`src/hw/rtl/bhm_pkg.sv`:
```
// Shared types and constants for the byte histogram mode finder.
`timescale 1ns / 1ps

package bhm_pkg;

    // Width of one histogram count
    localparam int COUNT_BITS = 16;
    localparam int NUM_VALUES = 256;
    localparam int VALUE_BITS = $clog2(NUM_VALUES);

    typedef logic [VALUE_BITS-1:0] t_byte;
    typedef logic [COUNT_BITS-1:0] t_count;

    localparam t_count COUNT_MAX = {COUNT_BITS{1'b1}};
    localparam t_byte  ZERO_BYTE = '0;

    // One request moving out of the input stage into the count update
    typedef struct packed {
        logic  fire;
        t_byte value;
        logic  last;
    } t_step;

endpackage : bhm_pkg

```
`src/hw/rtl/bhm_count_store.sv`:
```
// Count store: 256-entry count memory with valid bits, forwarding and saturating increment.
`timescale 1ns / 1ps

module bhm_count_store (
    input  logic            i_clk,
    input  logic            i_rst_n,
    input  logic            i_rd_en,
    input  bhm_pkg::t_byte  i_rd_addr,
    input  bhm_pkg::t_step  i_step,
    output bhm_pkg::t_count o_new_count
);
    import bhm_pkg::*;

    t_count                r_mem [NUM_VALUES];
    t_count                r_rd_data;
    logic [NUM_VALUES-1:0] r_vld;
    logic                  r_fwd_hit;
    t_count                r_fwd_count;
    t_count                cur_count;
    t_count                n_count;
    logic                  do_write;

    assign do_write = i_step.fire && (i_step.value != ZERO_BYTE);

    // Current count of the value in the update stage; the forward covers a
    // write that landed on the same edge as this entry's read
    always_comb begin
        if (!r_vld[i_step.value]) begin
            cur_count = '0;
        end else if (r_fwd_hit) begin
            cur_count = r_fwd_count;
        end else begin
            cur_count = r_rd_data;
        end
        n_count = (cur_count == COUNT_MAX) ? cur_count : cur_count + t_count'(1);
    end

    assign o_new_count = n_count;

    // Memory read and write ports
    always_ff @(posedge i_clk) begin
        if (i_rd_en) begin
            r_rd_data <= r_mem[i_rd_addr];
        end
        if (do_write) begin
            r_mem[i_step.value] <= n_count;
        end
        if (i_rd_en) begin
            r_fwd_count <= n_count;
        end
    end

    // Forward flag: the request being read is the one just written
    always_ff @(posedge i_clk) begin
        if (!i_rst_n) begin
            r_fwd_hit <= 1'b0;
        end else if (i_rd_en) begin
            r_fwd_hit <= do_write && !i_step.last && (i_step.value == i_rd_addr);
        end
    end

    // Valid bits: all cleared at reset and after each block
    always_ff @(posedge i_clk) begin
        if (!i_rst_n) begin
            r_vld <= '0;
        end else if (i_step.fire && i_step.last) begin
            r_vld <= '0;
        end else if (do_write) begin
            r_vld[i_step.value] <= 1'b1;
        end
    end

endmodule : bhm_count_store

```
`src/hw/rtl/bhm_mode_track.sv`:
```
// Mode tracker: running best count and value, plus the result register.
`timescale 1ns / 1ps

module bhm_mode_track (
    input  logic            i_clk,
    input  logic            i_rst_n,
    input  bhm_pkg::t_step  i_step,
    input  bhm_pkg::t_count i_new_count,
    input  logic            i_ready,
    output logic            o_valid,
    output bhm_pkg::t_byte  o_most_common_byte
);
    import bhm_pkg::*;

    t_count r_best_count;
    t_byte  r_best_value;
    logic   r_out_valid;
    t_byte  r_out_value;
    logic   beat;
    t_count n_best_count;
    t_byte  n_best_value;

    // New record only when the updated count strictly exceeds the best
    always_comb begin
        beat = i_step.fire && (i_step.value != ZERO_BYTE) && (i_new_count > r_best_count);
        n_best_count = beat ? i_new_count : r_best_count;
        n_best_value = beat ? i_step.value : r_best_value;
    end

    // Record registers, cleared after each result
    always_ff @(posedge i_clk) begin
        if (!i_rst_n) begin
            r_best_count <= '0;
            r_best_value <= ZERO_BYTE;
        end else if (i_step.fire && i_step.last) begin
            r_best_count <= '0;
            r_best_value <= ZERO_BYTE;
        end else begin
            r_best_count <= n_best_count;
            r_best_value <= n_best_value;
        end
    end

    // Result register
    always_ff @(posedge i_clk) begin
        if (!i_rst_n) begin
            r_out_valid <= 1'b0;
        end else if (i_step.fire && i_step.last) begin
            r_out_valid <= 1'b1;
        end else if (i_ready) begin
            r_out_valid <= 1'b0;
        end
    end

    always_ff @(posedge i_clk) begin
        if (i_step.fire && i_step.last) begin
            r_out_value <= n_best_value;
        end
    end

    assign o_valid            = r_out_valid;
    assign o_most_common_byte = r_out_value;

endmodule : bhm_mode_track

```
`src/hw/rtl/byte_histogram_mode_finder.sv`:
```
// Byte histogram mode finder: top level with input stage and handshakes.
// Throughput: one byte per cycle, back to back, unless a last byte waits on an unread result.
// Path: the last byte goes through the input/read register, then the count update into the result
// register; it waits in the input stage while an earlier result is still unread.
// Reset clears the count valid bits, the record and both valid flags directly,
// with no clearing pass. The counts are cleared the same way after each result.
`timescale 1ns / 1ps

module byte_histogram_mode_finder (
    input  logic           i_clk,
    input  logic           i_rst_n,
    input  logic           i_valid,
    output logic           o_ready,
    input  bhm_pkg::t_byte i_byte_value,
    input  logic           i_last_item,
    output logic           o_valid,
    input  logic           i_ready,
    output bhm_pkg::t_byte o_most_common_byte
);
    import bhm_pkg::*;

    logic   r_s1_valid;
    t_byte  r_s1_value;
    logic   r_s1_last;
    logic   in_fire;
    logic   s1_fire;
    t_step  step;
    t_count new_count;

    // The update stage stalls only when it would produce a result into a full register
    assign s1_fire = r_s1_valid && (!r_s1_last || !o_valid || i_ready);
    assign o_ready = !r_s1_valid || s1_fire;
    assign in_fire = i_valid && o_ready;

    assign step.fire  = s1_fire;
    assign step.value = r_s1_value;
    assign step.last  = r_s1_last;

    // Input stage
    always_ff @(posedge i_clk) begin
        if (!i_rst_n) begin
            r_s1_valid <= 1'b0;
        end else if (in_fire) begin
            r_s1_valid <= 1'b1;
        end else if (s1_fire) begin
            r_s1_valid <= 1'b0;
        end
    end

    always_ff @(posedge i_clk) begin
        if (in_fire) begin
            r_s1_value <= i_byte_value;
            r_s1_last  <= i_last_item;
        end
    end

    bhm_count_store u_count_store (
        .i_clk       (i_clk),
        .i_rst_n     (i_rst_n),
        .i_rd_en     (in_fire),
        .i_rd_addr   (i_byte_value),
        .i_step      (step),
        .o_new_count (new_count)
    );

    bhm_mode_track u_mode_track (
        .i_clk              (i_clk),
        .i_rst_n            (i_rst_n),
        .i_step             (step),
        .i_new_count        (new_count),
        .i_ready            (i_ready),
        .o_valid            (o_valid),
        .o_most_common_byte (o_most_common_byte)
    );

endmodule : byte_histogram_mode_finder
```
`config.mk`:
```
export PLATFORM = sky130hd
export DESIGN_NAME = byte_histogram_mode_finder
export DESIGN_NICKNAME = d
export VERILOG_FILES = /design/src/hw/rtl/bhm_pkg.sv /design/src/hw/rtl/bhm_count_store.sv /design/src/hw/rtl/bhm_mode_track.sv /design/src/hw/rtl/byte_histogram_mode_finder.sv
export SDC_FILE = /design/constraint.sdc
export NUM_CORES = 2
export LEC_CHECK = 0
export BUFFER_PORTS_ARGS = -buffer_cell sky130_fd_sc_hd__buf_2
export CAP_MARGIN = 20
export CORE_ASPECT_RATIO = 0.6
export CORE_UTILIZATION = 32
export CTS_BUF_LIST = sky130_fd_sc_hd__clkbuf_4 sky130_fd_sc_hd__clkbuf_8
export CTS_CLUSTER_SIZE = 20
export DETAILED_ROUTE_END_ITERATION = 10
export GPL_TIMING_DRIVEN = 0
export PLACE_DENSITY = 0.54
export SLEW_MARGIN = 25
export SYNTH_ARGS = -nofsm -noshare
export SYNTH_HDL_FRONTEND = slang
export SYNTH_SLANG_ARGS = --single-unit
```
`constraint.sdc`:
```
create_clock -name i_clk -period 26.5 [get_ports i_clk]
set_input_delay 5.3 -clock i_clk [delete_from_list [all_inputs] [get_ports i_clk]]
set_output_delay 5.3 -clock i_clk [all_outputs]
set_load 0.01 [all_outputs]
```
---- After elaboration in Yosys (flattened, before gate mapping) ----
Memories as Yosys holds them, arrays and structs flattened. A register that Yosys moved wholly into a read port is not among the register bits.
Index checks and enable logic that the tools add are counted.
word-level totals
  register bits after elaboration ......... 316
  RAM bits ................................ 4096
  bits of input ports ..................... 13
  output and inout bits ................... 10
  logic and storage cells ................. 51
  memories kept ........................... 1
operators by class
  $add $sub $neg .......................... 1
  magnitude comparators ................... 3
  equal/unequal tests ..................... 2
  muxes and demuxes ....................... 14
  bitwise logic cells ..................... 2
  reduce and logical (&&, ||, !) cells .... 18
memory list
  name                 depth  bits a word  rd ports  clocked after Yosys merged registers in  write ports  line                   source
  u_count_store.r_mem  256    16           1         1                                        1            bhm_count_store.sv:14  t_count r_mem [NUM_VALUES];
operator list
  cell                     count
  $or A256 B256 Y256       1
  $mux W16                 3
  $add A16 B1 Y16 const B  1
  $eq A16 B16 Y1 const B   1
  $gt A16 B16 Y1           1
  $lt A8 B9 Y1 const B     1
  $bmux W1 S8              1
  $demux W1 S8             1
  $eq A8 B8 Y1             1
  $ge A8 B1 Y1 const B     1
  $logic_and A1 B1 Y1      8
  $mux W1                  8
  $mux W8                  1
  $reduce_bool A8 Y1       1
  $reduce_bool A2 Y1       2
  $logic_not A1 Y1         3
  $logic_or A1 B1 Y1       3
  $reduce_or A2 Y1         1
  $not A1 Y1               1

---- Logic depth before layout (Yosys ltp) ----
  word-level depth ........................ 8
  depth in mapped cells ................... 31
  depth with buffers taken out ............ 23

---- Cells and area by module ----
From an unflattened synthesis, not the netlist that was laid out.
second synthesis, totals
  cells, all modules ...................... 7203
  area, all modules ....................... 169412.5 um2
by module, submodules not included
  module                      instances  cells each  area each (um2)
  bhm_count_store             1          7003        167285.4
  bhm_mode_track              1          183         1781.7
  byte_histogram_mode_finder  1          17          345.3

---- Worst setup path after synthesis ----
Ideal clock, no wire load.
  path type ............................... reg-to-reg
  from .................................... register r_s1_value[0]
  to ...................................... register u_mode_track.r_best_count[1]
  setup time .............................. 0.133 ns
  data arrival time ....................... 12.704 ns
  data required time ...................... 26.367 ns
  setup slack ............................. 13.664 ns
  stages on the path, launching flop included .. 28
  period minus slack after synthesis ...... 12.836 ns
  path through ............................ edfxtp_1 -> buf_2 -> buf_4 -> buf_2 -> buf_2 -> mux4_2 -> nand2_1 -> nand4_1 -> a31oi_1 -> o211ai_1 -> nand2_1 -> buf_2 -> nor2_1 -> ha_1 -> a2111oi_0 -> nand2_1 -> xnor2_1 -> nor2_1 -> ha_1 -> a21o_1 -> a21o_1 -> a21oi_1 -> o21ai_0 -> or4_1 -> clkbuf_1 -> nand3_1 -> clkbuf_1 -> o22ai_1
between the ends
  cells in the longest elaborated chain, start to end .. 7
  elaborated cells on any way between the ends .. 10
  those cells by class .................... add/sub: 1; order compare: 1; eq/ne: 1; mux: 4; reduce/logical: 3
RTL lines
  what                                                      line                              source
  start: declaration                                        byte_histogram_mode_finder.sv:23  t_byte r_s1_value;
  start signal: assignment                                  byte_histogram_mode_finder.sv:52  r_s1_value <= i_byte_value;
  $bmux W1 S8 *                                             bhm_count_store.sv:28             if (!r_vld[i_step.value]) begin
  $mux W1 (implied by the code) *                           bhm_count_store.sv:28
  $mux W16 *                                                bhm_count_store.sv:28
  $add A16 B1 Y16 / $eq A16 B16 Y1 (equally long branches)  bhm_count_store.sv:35             n_count = (cur_count == COUNT_MAX) ? cur_count : cur_count + t_count'(1);
  $mux W16 *                                                bhm_count_store.sv:35
  via new_count[13]                                         byte_histogram_mode_finder.sv:28  t_count new_count;
  $gt A16 B16 Y1 *                                          bhm_mode_track.sv:25              beat = i_step.fire && (i_step.value != ZERO_BYTE) && (i_new_count > r_best_count);
  $logic_and A1 B1 Y1 *                                     bhm_mode_track.sv:25
  end signal: assignment                                    bhm_mode_track.sv:39              r_best_count <= n_best_count;
  end: declaration                                          bhm_mode_track.sv:15              t_count r_best_count;
Mark *: on every way through the listed nets, which the timed path passes. The rest lies on a longest branch. The select of a mux whose other input is x is not followed.
A chain may end at the register's enable or synchronous reset.

---- Worst setup path after layout ----
  from .................................... input port i_ready
  to ...................................... output port o_ready
between the ends
  cells in the longest elaborated chain, start to end .. 3
RTL lines
  what                 line                              source
  start: declaration   byte_histogram_mode_finder.sv:17  input logic i_ready,
  $logic_or A1 B1 Y1   byte_histogram_mode_finder.sv:31  assign s1_fire = r_s1_valid && (!r_s1_last || !o_valid || i_ready);
  $logic_and A1 B1 Y1  byte_histogram_mode_finder.sv:31
  $logic_or A1 B1 Y1   byte_histogram_mode_finder.sv:32  assign o_ready = !r_s1_valid || s1_fire;
  end: declaration     byte_histogram_mode_finder.sv:13  output logic o_ready,
No other way between the ends.

==> flow_metrics.tcl <==
set metrics [dict create \
    worst_pin_slew_ns 1.266 \
    die_h_um 565.3 \
    synth_edf_count 4145 \
    crit_end "o_ready" \
    drc_errors 0 \
    tns_ns 0 \
    place_congestion 0.9502 \
    clk_pin_slew_ns 0.07 \
    crit_start "i_ready" \
    layout_common_cells "edfxtp_1 (4145), mux4_2 (1416), clkbuf_8 (655), dfxtp_1 (283), nor2_4 (244)" \
    cts_setup_buffers 0 \
    synth_seq_area_share 0.7689 \
    viasPerCell 5.597 \
    fin_crit_ns 11.80 \
    min_path_cells 1 \
    die_area_mm2 0.5319 \
    drive_gt1_frac 0.3736 \
    min-delay-start "u_count_store.r_vld[123]" \
    drtPass1Iterations 7 \
    reg2reg_to "u_mode_track.r_best_count[13]" \
    grt_pass1_wl_um 721800 \
    antenna_left 0 \
    num_io_pins 23 \
    area_delta_synth_final_pct 17.94 \
    critical_path_class "input port to output pin" \
    num_rows 206 \
    r2r_cells 28 \
    maxCapViolations 0 \
    place_area_mm2 0.1874 \
    clockRootBuffer "clkbuf_8" \
    grt_pass1_vias 84486 \
    drt-total-wl_um 537400 \
    cts_buffers 622 \
    antenna_found_initial 84 \
    slew_violations 0 \
    synth_cells 7250 \
    hold_path_class "flip-flop to flip-flop" \
    slew_headroom 0.1561 \
    core-area_mm2 0.5258 \
    cts_tree "yes" \
    grt_start_max_net_pins 113 \
    async_flop_share 0 \
    overflow 0 \
    post-route-period-util 0.4451 \
    wl_per_cell_um 34.20 \
    skew_ns 0.1104 \
    finalSetupViolations 0 \
    die_w_um 940.9 \
    ys_warn_count 0 \
    rsz0062_at_grt "false" \
    dp.cells 14576 \
    layoutNonFillerInstCount 15716 \
    r2r_start "r_s1_value[1]" \
    power_leakage_nw 61.59 \
    clockBufferDepth 4 \
    worstSetupStartpointType "input port" \
    cts-resized-gates 0 \
    p_per_area_mw_per_mm2 71.81 \
    required_ns 21.20 \
    yosys_register_bits 4428 \
    hpwl_um 381900 \
    nNetsFinal 8265 \
    ys_types 56 \
    cp_max_fo 5 \
    initial_core_util 0.3219 \
    syn-cell-area_mm2 0.1692 \
    max-vdd-ir-drop_uv 41.51 \
    final_cell_area_mm2 0.1996 \
    clock-sinks 4428 \
    clock_latency_ns 1.20 \
    dr_total_vias 87959 \
    finalHoldViolations 0 \
    grt_use_total 0.1974 \
    end_kind "output pin" \
    outcome "finished clean" \
    syn_area_per_cell_um2 23.34 \
    ctsHtreeMaxLevel 6 \
    drt_iter0_markers 13963 \
    r2r_setup_slack_ns 16.12 \
    io_buffers 22 \
    cts_hold_buf 0 \
    layout_commonest_cell "edfxtp_1" \
    arrival_ns 6.50 \
    synth_flop_cell "edfxtp_1" \
    fmax_mhz 84.77 \
]
[layer usage]
layer / share of wire / vias up / wire length [um] / global-route usage
met1: 0.45 / 48142 / 239500 / 0.3113
met4: 0.028 / 44 / 15020 / 0.05183
met2: 0.39 / 5904 / 208300 / 0.2530
met3: 0.14 / 841 / 74360 / 0.07029
met5: 0.00055 / - / 295 / 0.0004409
li1: - / 33028 / - / -
[critical path, stage by stage]
cell	delay, ns
buf_2	0.09
nor2b_1	0.67
nand3_1	0.23
buf_2	0.20
[flip-flops by register name (all words and copies together) (netlist names), 8 cells and up]
name / count
r_s1_value: 8
u_count_store.r_fwd_count: 16
u_count_store.r_mem: 4096
u_count_store.r_rd_data: 16
u_count_store.r_vld: 256
u_mode_track.o_most_common_byte: 8
u_mode_track.r_best_count: 16
u_mode_track.r_best_value: 8
[worst min-delay path by stage]
stage / endpoint / slack (ns)
after global placement: u_count_store.r_vld[127] / 0.44
after detailed placement: u_count_store.r_vld[35] / 0.45
after CTS: u_count_store.r_vld[171] / 0.47
after floorplan: u_count_store.r_vld[0] / 0.42
after global routing: u_count_store.r_vld[171] / 0.48
final: u_count_store.r_vld[123] / 0.47
[cells by family (layout without fill, tap and decap cells)]
family	after synthesis	in the layout	synth area share
buffers and inverters	436	1881	0.01041
other	1	54	0.00002216
muxes	1452	1452	0.1906
xor gates and xnor gates	22	22	0.001139
adders and majority gates	17	17	0.001257
AOI/OAI and AO/OA	319	319	0.01373
and+or+nand+nor	575	575	0.01389
DFF	4428	4428	0.7689
[cells in the mapped netlist, types with 13 or more instances]
| cell | instances | area share |
|---|---|---|
| a21oi_1 | 19 | 0.00056 |
| o21a_1 | 194 | 0.0086 |
| nor2b_1 | 20 | 0.00074 |
| nand3_1 | 25 | 0.00074 |
| mux4_2 | 1416 | 0.19 |
| ha_1 | 17 | 0.0013 |
| o211ai_1 | 14 | 0.00062 |
| edfxtp_1 | 4145 | 0.74 |
| a211oi_1 | 13 | 0.00058 |
| inv_1 | 26 | 0.00058 |
| buf_2 | 76 | 0.0022 |
| nand2_1 | 66 | 0.0015 |
| dfxtp_1 | 283 | 0.033 |
| o21ai_0 | 16 | 0.00047 |
| buf_1 | 66 | 0.0015 |
| nor2_1 | 420 | 0.0093 |
| mux2i_1 | 25 | 0.0015 |
| xnor2_1 | 15 | 0.00078 |
| clkbuf_1 | 261 | 0.0058 |
[power by group]
group	leakage (nW)	switching [mW]	internal, mW
registers	40.1	0.00842	7.79
clock network	6.36	2.72	2.65
logic	15.1	0.783	0.391
total	61.6	3.51	10.8
[cell type report]
type | instances | area (um2)
repair buffers | 346 | 7392
clock inverters | 239 | 1443
well taps | 6968 | 8718
multi-input cells | 2401 | 39320
diodes | 38 | 95.09
fillers | 46748 | 326200
plain buffers | 409 | 1839
flip-flops and latches | 4428 | 130100
inverters | 27 | 123.9
clock buffers | 860 | 10550
[through the flow]
| step | setup WS, ns | utilization | hold slack [ns] | total power [mW] |
|---|---|---|---|---|
| after global placement | 1.290 | 0.3388 | 0.4407 | 9.089 |
| final | 14.70 | 0.3796 | 0.4670 | 14.33 |
| after floorplan | 13.66 | - | 0.4249 | 8.519 |
| after CTS | 14.71 | 0.3793 | 0.4659 | 14.38 |
| after global routing | 14.70 | 0.3795 | 0.4762 | 14.71 |
| after detailed placement | 14.72 | 0.3565 | 0.4502 | 9.098 |
No activity file was read; power rests on OpenSTA's default activity.
